## config.mk

```make
export PLATFORM = sky130hd
export DESIGN_NAME = case_insensitive_substring_finder
export DESIGN_NICKNAME = d
export VERILOG_FILES = /design/src/design/cisf_pkg.sv /design/src/design/cisf_core.sv /design/src/design/case_insensitive_substring_finder.sv
export SDC_FILE = /design/constraint.sdc
export NUM_CORES = 1
export LEC_CHECK = 0
export CORE_AREA = 4 4 191 100
export CTS_CLUSTER_DIAMETER = 150
export CTS_CLUSTER_SIZE = 8
export DETAILED_ROUTE_END_ITERATION = 12
export DIE_AREA = 0 0 195 104
export DONT_BUFFER_PORTS = 1
export GPL_TIMING_DRIVEN = 0
export PLACE_DENSITY_LB_ADDON = 0.2
export SLEW_MARGIN = 25
export SYNTH_ARGS = -nofsm -noshare
export SYNTH_HDL_FRONTEND = slang
export SYNTH_HIERARCHICAL = 1
export SYNTH_SLANG_ARGS = --single-unit
```

## constraint.sdc

```tcl
create_clock -name clk_i -period 13.3 [get_ports clk_i]
set_clock_uncertainty 0.05 [all_clocks]
set_input_delay 0.665 -clock clk_i [delete_from_list [all_inputs] [get_ports clk_i]]
set_output_delay 0.665 -clock clk_i [all_outputs]
set_load 0.01 [all_outputs]
```

## src/design/cisf_pkg.sv

```systemverilog
`timescale 1ns / 1ps
// ----------------------------------------------------------------------------
// cisf_pkg
// Shared types, constants and helpers of the case-insensitive substring
// finder.
// ----------------------------------------------------------------------------
package cisf_pkg;

  localparam int unsigned MaxPattern = 8;
  localparam int unsigned PatIdxW    = $clog2(MaxPattern);
  localparam int unsigned ProgW      = 4;
  localparam int unsigned PosW       = 16;
  localparam int unsigned CountW     = 16;
  localparam int unsigned AddrW      = 5;
  localparam int unsigned DataW      = 64;

  localparam logic [ProgW-1:0]  MaxPatternLen = ProgW'(MaxPattern);
  localparam logic [PosW-1:0]   PosMax        = {PosW{1'b1}};
  localparam logic [CountW-1:0] CountMax      = {CountW{1'b1}};

  typedef enum logic [1:0] {
    REG_PATTERN_BYTES  = 2'd0,
    REG_PATTERN_LENGTH = 2'd1,
    REG_START_OFFSET   = 2'd2,
    REG_MAX_MATCHES    = 2'd3
  } cisf_reg_e;

  typedef struct packed {
    logic [MaxPattern-1:0][7:0] pattern_bytes;
    logic [3:0]                 pattern_length;
    logic [15:0]                start_offset;
    logic [15:0]                max_matches;
  } cisf_cfg_t;

  typedef struct packed {
    logic [15:0] match_position;
    logic        is_match;
    logic        limit_reached;
    logic        text_too_long;
    logic        last_result;
  } cisf_result_t;

  // fold A to Z onto lower case, leave every other byte alone
  function automatic logic [7:0] fold(input logic [7:0] b);
    logic [7:0] r;
    r = b;
    if (b >= 8'h41 && b <= 8'h5A) begin
      r = b + 8'h20;
    end
    return r;
  endfunction

endpackage

```

## src/design/cisf_core.sv

```systemverilog
`timescale 1ns / 1ps
// ----------------------------------------------------------------------------
// cisf_core
// Per-text search state and the step that takes one byte,
// updates progress, position and match count, and forms the result.
// ----------------------------------------------------------------------------
module cisf_core (
  input  logic                  clk_i,
  input  logic                  rst_ni,
  input  cisf_pkg::cisf_cfg_t   cfg_i,
  input  logic                  step_i,
  input  logic [7:0]            text_byte_i,
  input  logic                  end_of_text_i,
  output logic                  emit_o,
  output cisf_pkg::cisf_result_t result_o
);
  import cisf_pkg::*;

  logic [ProgW-1:0]  prog_q, prog_d;
  logic [PosW-1:0]   pos_q, pos_d;
  logic [CountW-1:0] found_cnt_q, found_cnt_d;
  logic              stopped_q, stopped_d;
  logic              ovf_q, ovf_d;

  logic [7:0]        byte_f;
  logic [7:0]        pat_cur;
  logic [7:0]        pat_first;
  logic [ProgW-1:0]  len_eff;
  logic              active;
  logic              found;
  logic              limit;
  logic [PosW-1:0]   start_pos;

  always_comb begin
    byte_f    = fold(text_byte_i);
    pat_cur   = fold(cfg_i.pattern_bytes[prog_q[PatIdxW-1:0]]);
    pat_first = fold(cfg_i.pattern_bytes[0]);

    priority if (cfg_i.pattern_length == '0) begin
      len_eff = ProgW'(1);
    end else if (cfg_i.pattern_length > MaxPatternLen) begin
      len_eff = MaxPatternLen;
    end else begin
      len_eff = cfg_i.pattern_length;
    end

    active = !stopped_q && (pos_q >= cfg_i.start_offset);

    prog_d = prog_q;
    if (active) begin
      // restart rule: fall back to the first pattern byte only
      priority if (prog_q < len_eff && byte_f == pat_cur) begin
        prog_d = prog_q + ProgW'(1);
      end else if (byte_f == pat_first) begin
        prog_d = ProgW'(1);
      end else begin
        prog_d = '0;
      end
    end

    found     = active && (prog_d == len_eff);
    start_pos = pos_q - PosW'(len_eff - ProgW'(1));

    found_cnt_d = found_cnt_q;
    if (found && found_cnt_q != CountMax) begin
      found_cnt_d = found_cnt_q + CountW'(1);
    end
    limit     = (cfg_i.max_matches != '0) && (found_cnt_d == cfg_i.max_matches);
    stopped_d = stopped_q || (found && limit);

    if (pos_q == PosMax) begin
      pos_d = PosMax;
      ovf_d = 1'b1;
    end else begin
      pos_d = pos_q + PosW'(1);
      ovf_d = ovf_q;
    end
  end

  always_comb begin
    emit_o                  = found || end_of_text_i;
    result_o.match_position = found ? start_pos[15:0] : 16'd0;
    result_o.is_match       = found;
    result_o.limit_reached  = limit;
    result_o.text_too_long  = ovf_d;
    result_o.last_result    = end_of_text_i;
  end

  always_ff @(posedge clk_i or negedge rst_ni) begin
    if (!rst_ni) begin
      prog_q      <= '0;
      pos_q       <= '0;
      found_cnt_q <= '0;
      stopped_q   <= 1'b0;
      ovf_q       <= 1'b0;
    end else if (step_i) begin
      if (end_of_text_i) begin
        // text closed, next byte starts a fresh text at position 0
        prog_q      <= '0;
        pos_q       <= '0;
        found_cnt_q <= '0;
        stopped_q   <= 1'b0;
        ovf_q       <= 1'b0;
      end else begin
        prog_q      <= prog_d;
        pos_q       <= pos_d;
        found_cnt_q <= found_cnt_d;
        stopped_q   <= stopped_d;
        ovf_q       <= ovf_d;
      end
    end
  end

endmodule

```

## src/design/case_insensitive_substring_finder.sv

```systemverilog
`timescale 1ns / 1ps
// ----------------------------------------------------------------------------
// case_insensitive_substring_finder
// A result is registered in the output register, or waits in the skid stage.
// Throughput: one text byte per cycle; a two-entry output register and skid
// stage keep in_ready_o high unless two results wait on the consumer.
// Reset clears search state and sets the registers to their defaults.
// ----------------------------------------------------------------------------
module case_insensitive_substring_finder (
  input  logic                       clk_i,
  input  logic                       rst_ni,
  // text channel
  input  logic                       in_valid_i,
  output logic                       in_ready_o,
  input  logic [7:0]                 text_byte_i,
  input  logic                       end_of_text_i,
  // result channel
  output logic                       out_valid_o,
  input  logic                       out_ready_i,
  output logic [15:0]                match_position_o,
  output logic                       is_match_o,
  output logic                       limit_reached_o,
  output logic                       text_too_long_o,
  output logic                       last_result_o,
  // register port
  input  logic                       psel,
  input  logic                       penable,
  input  logic                       pwrite,
  input  logic [cisf_pkg::AddrW-1:0] paddr,
  input  logic [cisf_pkg::DataW-1:0] pwdata,
  output logic [cisf_pkg::DataW-1:0] prdata,
  output logic                       pready
);
  import cisf_pkg::*;

  cisf_cfg_t    cfg_q;
  cisf_reg_e    reg_sel;
  logic         cfg_wr;

  logic         step;
  logic         emit;
  cisf_result_t res;

  cisf_result_t main_q, main_d;
  cisf_result_t skid_q, skid_d;
  logic         main_valid_q, main_valid_d;
  logic         skid_valid_q, skid_valid_d;
  logic         push;
  logic         pop;

  // ---------------- register port ----------------
  assign pready  = 1'b1;
  assign reg_sel = cisf_reg_e'(paddr[AddrW-1:3]);
  assign cfg_wr  = psel && penable && pwrite && pready;

  always_ff @(posedge clk_i or negedge rst_ni) begin
    if (!rst_ni) begin
      cfg_q.pattern_bytes  <= '0;
      cfg_q.pattern_length <= 4'd1;
      cfg_q.start_offset   <= '0;
      cfg_q.max_matches    <= '0;
    end else if (cfg_wr) begin
      unique case (reg_sel)
        REG_PATTERN_BYTES:  cfg_q.pattern_bytes  <= pwdata;
        REG_PATTERN_LENGTH: cfg_q.pattern_length <= pwdata[3:0];
        REG_START_OFFSET:   cfg_q.start_offset   <= pwdata[15:0];
        REG_MAX_MATCHES:    cfg_q.max_matches    <= pwdata[15:0];
        default: ;
      endcase
    end
  end

  always_comb begin
    unique case (reg_sel)
      REG_PATTERN_BYTES:  prdata = cfg_q.pattern_bytes;
      REG_PATTERN_LENGTH: prdata = DataW'(cfg_q.pattern_length);
      REG_START_OFFSET:   prdata = DataW'(cfg_q.start_offset);
      REG_MAX_MATCHES:    prdata = DataW'(cfg_q.max_matches);
      default:            prdata = '0;
    endcase
  end

  // ---------------- search step ----------------
  assign in_ready_o = !skid_valid_q;
  assign step       = in_valid_i && in_ready_o;

  cisf_core u_core (
    .clk_i         (clk_i),
    .rst_ni        (rst_ni),
    .cfg_i         (cfg_q),
    .step_i        (step),
    .text_byte_i   (text_byte_i),
    .end_of_text_i (end_of_text_i),
    .emit_o        (emit),
    .result_o      (res)
  );

  // ---------------- output register and skid ----------------
  assign push = step && emit;
  assign pop  = main_valid_q && out_ready_i;

  always_comb begin
    main_d       = main_q;
    skid_d       = skid_q;
    main_valid_d = main_valid_q;
    skid_valid_d = skid_valid_q;
    if (pop || !main_valid_q) begin
      if (skid_valid_q) begin
        main_d       = skid_q;
        main_valid_d = 1'b1;
        skid_d       = res;
        skid_valid_d = push;
      end else begin
        main_d       = res;
        main_valid_d = push;
        skid_valid_d = 1'b0;
      end
    end else if (push) begin
      // output stalled, park the new transaction in the skid stage
      skid_d       = res;
      skid_valid_d = 1'b1;
    end
  end

  always_ff @(posedge clk_i or negedge rst_ni) begin
    if (!rst_ni) begin
      main_valid_q <= 1'b0;
      skid_valid_q <= 1'b0;
    end else begin
      main_valid_q <= main_valid_d;
      skid_valid_q <= skid_valid_d;
    end
  end

  always_ff @(posedge clk_i) begin
    main_q <= main_d;
    skid_q <= skid_d;
  end

  assign out_valid_o      = main_valid_q;
  assign match_position_o = main_q.match_position;
  assign is_match_o       = main_q.is_match;
  assign limit_reached_o  = main_q.limit_reached;
  assign text_too_long_o  = main_q.text_too_long;
  assign last_result_o    = main_q.last_result;

endmodule

```

==> results of run 1 <==
-- Yosys cell counts (all sizes together) (23+ instances only) --
master / n
dfrtp: 139
and2: 55
ha: 41
clkbuf: 26
edfxtp: 40
nand2: 70
a21oi: 70
inv: 54
nand3: 26
and3: 27
nor3: 34
buf: 34
mux2i: 39
xnor2: 23
o21ai: 48
mux2: 123
nor2: 42
-- registers in the layout, summed over array words and instances, names as in the netlist --
signal and cells:
cfg_q 100, is_match_o 1, last_result_o 1, limit_reached_o 1
match_position_o 16, out_valid_o 1, skid_q 20, skid_valid_q 1
text_too_long_o 1, u_core/found_cnt_q 16, u_core/ovf_q 1, u_core/pos_q 16
u_core/prog_q 4, u_core/stopped_q 1
-- path summary, 6_finish.rpt --
check	from	endpoint	slack, ps
min	rst_ni	cfg_q[90]	120
min reg2reg	cfg_q[55]	cfg_q[55]	490
max	u_core/prog_q[0]	skid_q[14]	7360
max reg2reg	u_core/prog_q[0]	skid_q[14]	7360
max in group asynchronous	rst_ni	cfg_q[64]	12470
min in group clk_i	pwdata[9]	cfg_q[45]	320
-- cell usage in the layout (no fill, tap or decap), types with 5 or more instances in the layout --
cell type / netlist / routed
dfrtp_1: 139 / 139
mux2_2: 108 / 108
nand2_1: 70 / 70
a21oi_1: 69 / 69
and2_1: 55 / 55
inv_1: 53 / 53
o21ai_0: 48 / 48
nor2_1: 41 / 41
ha_1: 41 / 41
edfxtp_1: 40 / 40
mux2i_1: 39 / 39
clkbuf_1: 26 / 30
nor3_1: 30 / 30
and3_1: 26 / 26
nand3_1: 25 / 25
xnor2_1: 21 / 21
clkbuf_16: 0 / 17
nand4_1: 16 / 16
buf_6: 13 / 13
conb_1: 2 / 13
a22oi_1: 13 / 13
xor2_1: 13 / 13
o2bb2ai_1: 13 / 13
mux4_2: 12 / 12
buf_4: 11 / 11
nor2b_1: 10 / 10
a21o_1: 10 / 10
mux2_4: 10 / 10
nand2b_1: 11 / 10
nor4_1: 9 / 9
buf_2: 8 / 8
o31ai_1: 8 / 8
nor3b_1: 7 / 7
o211ai_1: 7 / 7
a211oi_1: 6 / 6
mux2_1: 5 / 5
inv_6: 0 / 5
a22o_1: 5 / 5
-- cell type report --
cell class / count / area (um2)
Multi-Input combinational cell: 831 / 6440
Sequential cell: 180 / 4710
Fill cell: 1224 / 4650
Clock buffer: 21 / 440
Buffer: 60 / 374
Tap cell: 234 / 293
Inverter: 57 / 215
Clock inverter: 11 / 118
Timing Repair Buffer: 2 / 37.5
-- stage by stage --
step                std cells  worst slack [ps]
floorplan                1128              8410
global placement         1362              7570
detailed placement       1362              7440
CTS                      1395              7410
global route             1396              7040
finish                   1396              7360
-- report_power, final --
part | total (mW) | switching (mW) | internal (mW)
Sequential | 0.770 | 0.120 | 0.650
Clock | 0.498 | 0.234 | 0.264
Combinational | 0.423 | 0.222 | 0.201
-- worst register-to-register path, stage by stage, from the launching register on --
cell	delay (ps)
dfrtp_1	360
buf_4	200
buf_6	170
clkbuf_1	490
mux4_2	590
nand2_1	80
nand2_1	80
ha_1	280
o41a_1	510
xnor2_4	270
and2_1	250
o211ai_1	120
or4_1	550
buf_2	230
buf_1	280
nand2_1	160
nand2_1	70
nor3_1	180
a21o_1	650
-- logic make-up (layout without fill, tap and decap cells) --
| family | after synthesis | after routing | share of synthesized area [%] |
|---|---|---|---|
| AO/OA/AOI/OAI | 237 | 237 | 13.7 |
| XOR/XNOR | 36 | 36 | 3.02 |
| adder cells (fa/ha/maj) | 42 | 42 | 4.56 |
| buffers and inverters | 117 | 151 | 5.04 |
| flip-flops | 180 | 180 | 40.3 |
| multiplexers | 174 | 174 | 17.8 |
| other | 2 | 13 | 0.0642 |
| AND/OR/NAND/NOR | 329 | 329 | 15.6 |
-- metal layers --
layer / up-vias / GRT usage [%] / wire [um]
met5: - / 0 / 0
met4: 0 / 10.7 / 832
met3: 67 / 7.31 / 2810
met2: 489 / 52.0 / 15500
met1: 4665 / 45.2 / 14300
li1: 4176 / - / -
==> results.sh, run 1 <==
export IMPL_status="finished clean"
export IMPL_crit_chain="buf_4 -> buf_6 -> clkbuf_1 -> mux4_2 -> nand2_1 -> nand2_1 -> ha_1 -> o41a_1 -> xnor2_4 -> and2_1 -> o211ai_1 -> or4_1 -> buf_2 -> buf_1 -> nand2_1 -> nand2_1 -> nor3_1 -> a21o_1"
export IMPL_synth_area_um2=11700
export IMPL_finalMaxSlewViolations=0
export IMPL_die_h_um=104
export IMPL_die_w_um=195
export IMPL_cp_end_kind="flop"
export IMPL_fp_dieArea_um2=20300
export IMPL_total_power_mw=1.69
export IMPL_crit_family="buffers and inverters"
export IMPL_synth_top_area_share_pct=29.8
export IMPL_fmax_mhz=168
export IMPL_rows=34
export IMPL_place_area_um2=12000
export IMPL_post_cts_buffers=0
export IMPL_grt_pass1_wl_um=53000
export IMPL_grt_max_degree=140
export IMPL_firstDrtPassIters=5
export IMPL_ys_types=93
export IMPL_ctsLongestPathBuffers=2
export IMPL_clock_latency_ps=430
export IMPL_totalWireLength_um=33400
export IMPL_hold_class="in -> async"
export IMPL_grt_usage_pct=32.8
export IMPL_hold_ws_ps=124
export IMPL_crit_top_cell="nand2_1"
export IMPL_io_pins=172
export IMPL_post_route_cells_drive_above_1_share_pct=19.1
export IMPL_hold_violations=0
export IMPL_fin_area_um2=12600
export IMPL_synth_yosys_seq_area_share_pct=40.3
export IMPL_cts_sinks=180
export IMPL_crit_buf_inv=5
export IMPL_post_cts_resized=0
export IMPL_worstPathMaxFanout=20
export IMPL_synth_top_cell_by_area="dfrtp_1"
export IMPL_finalSetupViolations=0
export IMPL_rsz0062_at_grt="no"
export IMPL_antenna_found_initial=0
export IMPL_synth_edf_count=40
export IMPL_cts_hold_buf=1
export IMPL_cts_tree="yes"
export IMPL_clk_pin_slew_ps=80
export IMPL_insertedDiodeCount=0
export IMPL_reg2reg_depth=18
export IMPL_utilization_pct=73.1
export IMPL_cp_arrival_ps=5950
export IMPL_start_kind="flop"
export IMPL_synth_area_top_cells="dfrtp_1, mux2_2, edfxtp_1, ha_1, mux2i_1"
export IMPL_synth_main_ff_cell="dfrtp_1"
export IMPL_design_core_area_um2=17300
export IMPL_async_flop_share_pct=77.8
export IMPL_first_iter_violations=857
export IMPL_fin_nets=1276
export IMPL_max_cap_violations=0
export IMPL_crit_cells=18
export IMPL_globalRoute_totalOverflow=0
export IMPL_synth_cells=1117
export IMPL_wire_per_inst_um=23.9
export IMPL_ys_ff_latch=180
export IMPL_numPortBuffers=0
export IMPL_ys_warn_count=6
export IMPL_period_needed_ps=5940
export IMPL_synth_area_per_cell_um2=10.5
export IMPL_vias=9397
export IMPL_drt_vias_per_instance=6.73
export IMPL_postRouteAntennaNets=0
export IMPL_finalCritPeriodShare_pct=44.7
export IMPL_drc=0
export IMPL_critPathMaxStageDelay_ps=650
export IMPL_cp_slowest_cell="a21o_1"
export IMPL_peakVddDrop_mv=0.0989
export IMPL_maxSlewHeadroom_pct=46.5
export IMPL_htree_levels=4
export IMPL_required_ps=13300
export IMPL_start_util_pct=67.7
export IMPL_globalplace_congestion=0.924
export IMPL_setup_tns_final_ps=0
export IMPL_path_class="reg -> reg"
export IMPL_numCtsBuffers=17
export IMPL_p_per_area_nw_per_um2=134
export IMPL_leakage_nw=5.37
export IMPL_grt_pass1_vias=9290
export IMPL_cts_root_buffer="clkbuf_16"
export IMPL_hpwl_um=24900
export IMPL_tightestPinTransition_ps=802
export IMPL_syn_to_final_growth_pct=7.97
Note: power is estimated with default switching activity, not from simulation.
==> inputs of run 2 (changes only) <==
--- a/config.mk
+++ b/config.mk
@@ -5,11 +5,11 @@
 export SDC_FILE = /design/constraint.sdc
 export NUM_CORES = 1
 export LEC_CHECK = 0
-export CORE_AREA = 4 4 191 100
+export CORE_AREA = 4 4 195 102
 export CTS_CLUSTER_DIAMETER = 150
 export CTS_CLUSTER_SIZE = 8
 export DETAILED_ROUTE_END_ITERATION = 12
-export DIE_AREA = 0 0 195 104
+export DIE_AREA = 0 0 199 106
 export DONT_BUFFER_PORTS = 1
 export GPL_TIMING_DRIVEN = 0
 export PLACE_DENSITY_LB_ADDON = 0.2
==> constraint.sdc (replaced) <==
create_clock -name clk_i -period 5.9 [get_ports clk_i]
set_clock_uncertainty 0.05 [all_clocks]
set_input_delay 0.295 -clock clk_i [delete_from_list [all_inputs] [get_ports clk_i]]
set_output_delay 0.295 -clock clk_i [all_outputs]
set_load 0.01 [all_outputs]
==> results.sh, run 2 (synthesis results as in run 1) <==
export IMPL_cp_end_kind="flop"
export IMPL_cp_arrival_ps=5770
export IMPL_timing_rr_start="u_core/prog_q[2]"
export IMPL_fin_nets=1341
export IMPL_max_cap_violations=0
export IMPL_rsz0062_at_grt="no"
export IMPL_globalplace_congestion=0.974
export IMPL_required_ps=6160
export IMPL_layout_commonest_cell="dfrtp_1"
export IMPL_post_route_cells_drive_above_1_share_pct=18.5
export IMPL_power_net_switching_mw=1.34
export IMPL_cts_root_buffer="clkbuf_16"
export IMPL_finalSetupViolations=0
export IMPL_seqPwrFrac_pct=44.8
export IMPL_finalMaxSlewViolations=0
export IMPL_io_pins=172
export IMPL_cts_sinks=180
export IMPL_clk_pin_slew_ps=70
export IMPL_design_core_area_um2=18100
export IMPL_tightestPinTransition_ps=832
export IMPL_largest_register_ffs=100
export IMPL_vias=9703
export IMPL_setup_tns_final_ps=0
export IMPL_grt_usage_pct=32.4
export IMPL_numCtsBuffers=17
export IMPL_ctsLongestPathBuffers=2
export IMPL_firstDrtPassIters=7
export IMPL_total_power_mw=3.86
export IMPL_regMostFlops="cfg_q"
export IMPL_grt_pass1_wl_um=53500
export IMPL_start_util_pct=64.5
export IMPL_antenna_found_initial=0
export IMPL_fp_dieArea_um2=21100
export IMPL_first_iter_violations=1133
export IMPL_fin_area_um2=13300
export IMPL_path_class="reg -> reg"
export IMPL_numPortBuffers=0
export IMPL_place_area_um2=12000
export IMPL_route_met3_wl_um=3460
export IMPL_status="finished clean"
export IMPL_period_needed_ps=5510
export IMPL_globalRoute_totalOverflow=0
export IMPL_die_w_um=199
export IMPL_rows=35
export IMPL_pwr_share_comb_pct=26.3
export IMPL_hold_start="paddr[4]"
export IMPL_clock_latency_ps=440
export IMPL_clock_power_share_pct=28.8
export IMPL_top_layer_used="met4"
export IMPL_start_kind="flop"
export IMPL_wl_met1_um=13900
export IMPL_peakVddDrop_mv=0.230
export IMPL_reg_largest_list="cfg_q (100), skid_q (20)"
export IMPL_totalWireLength_um=34200
export IMPL_worstPathMaxFanout=10
export IMPL_crit_start="u_core/prog_q[2]"
export IMPL_wire_per_inst_um=23.3
export IMPL_drc=0
export IMPL_p_per_area_nw_per_um2=290
export IMPL_hpwl_um=24300
export IMPL_insertedDiodeCount=0
export IMPL_cts_tree="yes"
export IMPL_fmax_mhz=182
export IMPL_leakage_nw=5.66
export IMPL_die_h_um=106
export IMPL_dr_wl_met2_um=16100
export IMPL_p_sw_share_pct=34.8
export IMPL_layout_common_cells="dfrtp_1, mux2_2, nand2_1"
export IMPL_grt_pass1_vias=9580
export IMPL_drt_vias_per_instance=6.61
export IMPL_postRouteAntennaNets=0
export IMPL_grt_max_degree=141
export IMPL_hold_violations=0
export IMPL_rrSetupSlack_ps=390
export IMPL_hold_ws_ps=155
export IMPL_p_int_mw=2.52
export IMPL_syn_to_final_growth_pct=13.7
export IMPL_htree_levels=4
export IMPL_hold_class="in -> reg"
export IMPL_maxSlewHeadroom_pct=44.2
export IMPL_finalCritPeriodShare_pct=93.4
run 2: cell type report:
| cell class | count | area (um2) |
|---|---|---|
| Buffer | 59 | 370 |
| Tap cell | 240 | 300 |
| Inverter | 57 | 215 |
| Timing Repair Buffer | 68 | 698 |
| Sequential cell | 180 | 4710 |
| Clock inverter | 13 | 120 |
| Fill cell | 1261 | 4830 |
| Clock buffer | 19 | 444 |
| Multi-Input combinational cell | 831 | 6440 |
run 2: through the flow:
stage	setup slack (ps)	utilization [%]	std cells
2_1_floorplan	1010	-	1128
3_3_place_gp	215	66.4	1368
3_5_place_dp	65.6	66.4	1368
4_1_cts	49.2	73.3	1468
5_1_grt	116	73.3	1467
6_report	392	73.3	1467
run 2: what timing repair did:
item	CTS	global route
setup buffers	0	0
endpoints found under the setup margin	0	22
hold endpoints to repair	244	0
hold buffers	68	0
resized for setup	0	1
run 2: layer usage:
layer  vias up  track usage, %
met5         -               0
met4         0            8.00
met3        86            7.79
met2       601            54.2
met1      4719            42.8
li1       4297               -
run 2: final timing paths:
check | depth (start not counted) | to
hold / removal | 2 | cfg_q[65]
setup / recovery | 21 | limit_reached_o
max in group asynchronous | 2 | u_core/pos_q[6]
min in group asynchronous | 2 | cfg_q[83]
setup reg to reg | 21 | limit_reached_o
hold reg to reg | 1 | cfg_q[21]
run 2: critical path, stage by stage (launching register included):
cell and delay [ps]:
dfrtp_1 390, buf_6 160, buf_4 220, buf_4 240
buf_2 270, mux4_2 350, nand2_1 80, nand2_1 80
ha_1 280, o41a_1 520, xnor2_4 270, and2_1 250
o211ai_1 120, or4_1 510, buf_2 230, clkinv_2 150
and3_1 220, mux2i_1 190, nand4_1 140, nor4_1 370
buf_4 180, mux2_2 130
run 2: power by group through the flow:
stage / Clock, mW / Sequential [mW] / Combinational [mW]
5_1_grt: 1.17 / 1.76 / 1.10
6_report: 1.11 / 1.73 / 1.02
3_5_place_dp: 0 / 1.74 / 0.920
3_3_place_gp: 0 / 1.73 / 0.891
2_1_floorplan: 0 / 1.63 / 0.740
4_1_cts: 1.12 / 1.72 / 0.989
